--- src/rtl/thv_pkg.sv ---
// Package with shared types and constants for the thresholded volume histogram.
`timescale 1ns / 1ps
package thv_pkg;

  localparam int BIN_COUNT = 256;
  localparam int BIN_W = 8;
  localparam int SAMPLE_W = 16;
  localparam int VALUE_W = 12;
  localparam int THRESH_W = 13;
  localparam int OUT_COUNT_W = 32;
  localparam int BIN_SHIFT_12 = 4;
  localparam logic [VALUE_W-1:0] SAMPLE_MAX_12 = 12'hFFF;

  localparam logic CFG_THRESHOLD = 1'b0;
  localparam logic CFG_DATA_MODE = 1'b1;

  typedef enum logic [1:0] {
    OP_CLEAR = 2'd0,
    OP_ADD   = 2'd1,
    OP_READ  = 2'd2
  } op_t;

  typedef enum logic [1:0] {
    ST_IDLE = 2'd0,
    ST_ADD  = 2'd1,
    ST_READ = 2'd2
  } state_t;

  typedef struct packed {
    logic capture;
    logic clear_all;
    logic add_commit;
    logic out_load;
  } cmd_t;

  typedef struct packed {
    logic [1:0] op;
    logic       out_free;
  } status_t;

endpackage

--- src/rtl/thv_ctrl.sv ---
// Controller state machine sequencing clear, add and read items.
`timescale 1ns / 1ps
module thv_ctrl (
  input  logic             clk,
  input  logic             rst_n,
  input  logic             in_valid,
  output logic             in_ready,
  input  thv_pkg::status_t status,
  output thv_pkg::cmd_t    cmd
);

  thv_pkg::state_t state_r;
  thv_pkg::state_t state_nxt;

  always_ff @(posedge clk) begin
    if (!rst_n) begin
      state_r <= thv_pkg::ST_IDLE;
    end else begin
      state_r <= state_nxt;
    end
  end

  always_comb begin
    state_nxt = state_r;
    cmd       = '0;
    in_ready  = 1'b0;
    case (state_r)
      thv_pkg::ST_IDLE: begin
        in_ready = 1'b1;
        if (in_valid) begin
          cmd.capture = 1'b1;
          case (status.op)
            thv_pkg::OP_CLEAR: cmd.clear_all = 1'b1;
            thv_pkg::OP_ADD:   state_nxt = thv_pkg::ST_ADD;
            thv_pkg::OP_READ:  state_nxt = thv_pkg::ST_READ;
            default:           state_nxt = thv_pkg::ST_IDLE;
          endcase
        end
      end
      thv_pkg::ST_ADD: begin
        cmd.add_commit = 1'b1;
        state_nxt      = thv_pkg::ST_IDLE;
      end
      thv_pkg::ST_READ: begin
        if (status.out_free) begin
          cmd.out_load = 1'b1;
          state_nxt    = thv_pkg::ST_IDLE;
        end
      end
      default: state_nxt = thv_pkg::ST_IDLE;
    endcase
  end

endmodule

--- config.mk ---
export PLATFORM = sky130hd
export DESIGN_NAME = thv_ctrl
export DESIGN_NICKNAME = d
export VERILOG_FILES = /design/src/rtl/thv_pkg.sv /design/src/rtl/thv_ctrl.sv
export SDC_FILE = /design/constraint.sdc
export NUM_CORES = 1
export LEC_CHECK = 0
export BUFFER_PORTS_ARGS = -buffer_cell sky130_fd_sc_hd__buf_2
export CAP_MARGIN = 5
export CORE_AREA = 3 3 40 42
export CTS_BUF_LIST = sky130_fd_sc_hd__clkbuf_4
export DETAILED_ROUTE_END_ITERATION = 10
export DIE_AREA = 0 0 43 45
export GPL_ROUTABILITY_DRIVEN = 0
export SYNTH_ARGS = -nofsm -noshare
export SYNTH_HDL_FRONTEND = slang
export SYNTH_SLANG_ARGS = --single-unit
--- constraint.sdc ---
create_clock -name clk -period 1.06 [get_ports clk]
set_clock_uncertainty 0.1 [all_clocks]
set_input_delay 0.106 -clock clk [delete_from_list [all_inputs] [get_ports clk]]
set_output_delay 0.106 -clock clk [all_outputs]
set_load 0.03 [all_outputs]
# After elaboration in Yosys (flattened, before gate mapping)
# Index checks and enable logic that the tools add are counted.
[totals]
output_inout_bits = 5
n_memories = 0
in_bits = 6
rom_bits = 0
ff_bits = 2
word_cells = 22
latch_bits = 0
ram_bits = 0
[op_classes]
shift = 0
bitwise = 0
n_addsub = 0
n_reduce_logical = 3
mul = 0
div = 0
mux = 11
eq_ne = 7
order_cmp = 0
[ops]
columns = ["cell", "count"]
rows = [
  ["2-bit 2-to-1 mux", 4],
  ["2-bit inequality test, second input constant", 3],
  ["2-bit one-hot mux with 3 select lines", 1],
  ["1-bit 2-to-1 mux", 5],
  ["2-bit by 1-bit == test with 1-bit output, second input constant", 2],
  ["2-bit == test, second input constant", 2],
  ["2-bit logical NOT", 2],
  ["2-bit one-hot mux with 2 select lines", 1],
  ["3-bit AND reduction", 1],
]

# Depth between registers and ports, before layout
[logic_depth]
depth_word = 4
ltp_mapped = 2
ltp_nobuf = 2

# Worst setup path after synthesis
# Ideal clock, no wire load.
[synth_timing]
kind = "register to output"
start = "reg state_r[0]"
end = "out cmd[2] in the netlist's numbering"
path_slack_ps = -418
n_path_buf = 0
required_ps = 854
arrival_ps = 1272
path_stages_with_launch = 3
cell_sequence = "dfxtp_1 or4b_4 nor2_1"
[synth_lines]
columns = ["item", "line", "rtl"]
rows = [
  ["from (decl)", "thv_ctrl.sv:12", "thv_pkg::state_t state_r;"],
  ["from (signal assigned)", "thv_ctrl.sv:17", "state_r <= thv_pkg::ST_IDLE;"],
  ["from (signal assigned)", "thv_ctrl.sv:19", "state_r <= state_nxt;"],
  ["to (decl)", "thv_ctrl.sv:9", "output thv_pkg::cmd_t cmd"],
]

==> reports/metrics.csv <==
metric;value;unit
drc_errors;0;
postSynthAreaPerCell;8.17;sq um
grt_max_degree;6;
setup_ws;-0.453;ns
final_cells;49;
drive_above_1_share;85.3;%
synthTopCellsByArea;dfxtp_1 33%, or4b_4 11%, nand4bb_1 9.2%;
n_fill_cell;140;
max_slew_margin;93.4;%
arrival;1.31;ns
reg2reg_depth;4;
hold_class;in -> reg;
dpl_cell_area;228;sq um
synth_fp_nets;21;
die_x;43;microns
worst_r2r_startpoint;state_r[1];
rows;13;
grt_usage;6.23;%
avgViaCountPerCell;3.90;
die_area;1940;sq um
design_area;327;sq um
ys_seq_area_share;32.7;%
hold_viol;0;
min_path_cells;3;
ys_types;11;
whs_endpoint;state_r[1];
place_inst;43;
tightest_slew;0.0987;ns
yosys-top-cells-count;3 x nor2_1, 2 x dfxtp_1, 2 x nand2_1;
yosysTopAreaCellShare;32.7;%
clock-sinks;2;
grt_antenna_before_repair;0;
cts_buffers;3;
clock_latency;0.22;ns
ys_ff_latch;2;
fin_nets;42;
period_minus_slack;1.51;ns
worstPathMaxFanout;2;
pin_count;11;
p_leak;0.148;nW
yosysMostFrequentCell;nor2_1;
area_growth;166;%
port_buffers;10;
grt_pass1_vias;205;
synth_cells;15;
cts.hold.buffers_added;0;
rsz0062_at_grt;true;
synth_area;123;sq um
h-tree-depth;1;
ant_nets;0;
drv_cap;0;
synthArstFlopShare;0;%
largestRegisters;state_r: 2 flops;
grt-ovfl-total;0;
whs;0.0188;ns
total_power;0.346;mW
grt_pass1_wl;759;microns
synth-edff-count;0;
maxSlewViolCount;0;
clkTransAtPathRegs;0.03;ns
drt_wl_total;452;microns
regMostFlops;state_r;
clock-root-buffer;clkbuf_4;
largest_reg_flops;2;
fin_crit_sh;143;%
hp-start;rst_n;
clockBufferDepth;2;
first_iter_violations;0;
max-vdd-ir-drop;233;uV
crit_path_start_kind;flop;
yosysWarnings;0;
ys.flop_type;dfxtp_1;
required;0.85;ns
rrSetupSlack;-0.26;ns
yosysTopAreaCell;dfxtp_1;
drt_pre_antenna_iters;1;
diodes;0;
post-place-ws;-0.264;ns
num_vias;191;
dp_hpwl;283;microns
violations;setup timing;
start_util;9.54;%
die_y;45;microns
core_area;1280;sq um
path_class;reg -> out;
wl_per_cell;9.22;microns
r2r-end;state_r[0];
power_density;1060;nW/um^2
fmax;661;MHz
cts_tree;yes;
outcome;finished with violations;
finalSetupViolCount;6;
cp-end-kind;primary output;
[final cells by class]
cell class,count,area (sq um),share of cell area (%)
Multi-Input combinational cell,13,105,32.2
Sequential cell,2,42.5,13.0
Tap cell,15,18.8,5.75
Timing Repair Buffer,16,138,42.1
Clock buffer,3,22.5,6.90
[placed cells by master (no fill, tap or decap)]
cell type  netlist  final
or4b_4           1      1
clkbuf_4         0      3
nand2_1          2      1
a21oi_1          1      1
buf_6            0      8
nand2b_2         1      1
nor2_4           0      2
buf_2            0      5
nand2b_1         1      1
buf_4            0      3
dfxtp_2          0      2
nor2b_1          1      1
and2_4           0      1
nor2_2           1      2
nand4bb_1        1      1
nand2_2          0      1
[timing repair]
item,4_1_cts,5_1_grt
resized for setup,12,5
endpoints found under the hold margin,0,0
setup buffers,1,2
setup endpoints to repair,6,6
cloned,0,0
pin swaps,1,2
[worst max-delay path, stage by stage (launching register included)]
cell and delay [ns]:
dfxtp_2 0.31, or4b_4 0.53, nor2_4 0.11, buf_6 0.13
[how the worst max path moves through the flow]
stage / start / endpoint / cells after the start
after floorplan: state_r[0] / cmd[2] / 2
after detailed placement: state_r[0] / cmd[2] / 3
final: state_r[1] / cmd[2] / 3
after global routing: state_r[1] / cmd[2] / 3
after global placement: state_r[0] / cmd[2] / 3
after CTS: state_r[1] / cmd[2] / 3
[metrics by stage]
step                      util, %  TNS (ns)
after floorplan                 -    -0.333
after global placement       17.7    -0.437
after detailed placement     17.7    -0.426
after CTS                    23.0     -1.17
after global routing         25.4     -1.97
final                        25.4     -1.63
[routing by layer]
layer,part of all wire (%),global-route usage [%]
met4,5.3,10.8
met2,56,9.28
met1,31,4.78
met5,0,0
met3,7.7,2.39
[kinds of logic after synthesis]
group | Yosys count | share of synthesized area (%)
simple gates | 12 | 63.3
compound gates | 1 | 4.08
flops | 2 | 32.7
[report_power, final]
group	total (mW)	internal [mW]	switching, mW
Sequential	0.0804	0.0789	0.00157
Clock	0.165	0.125	0.0407
Combinational	0.100	0.0543	0.0459
No activity file was read; power rests on OpenSTA's default activity.
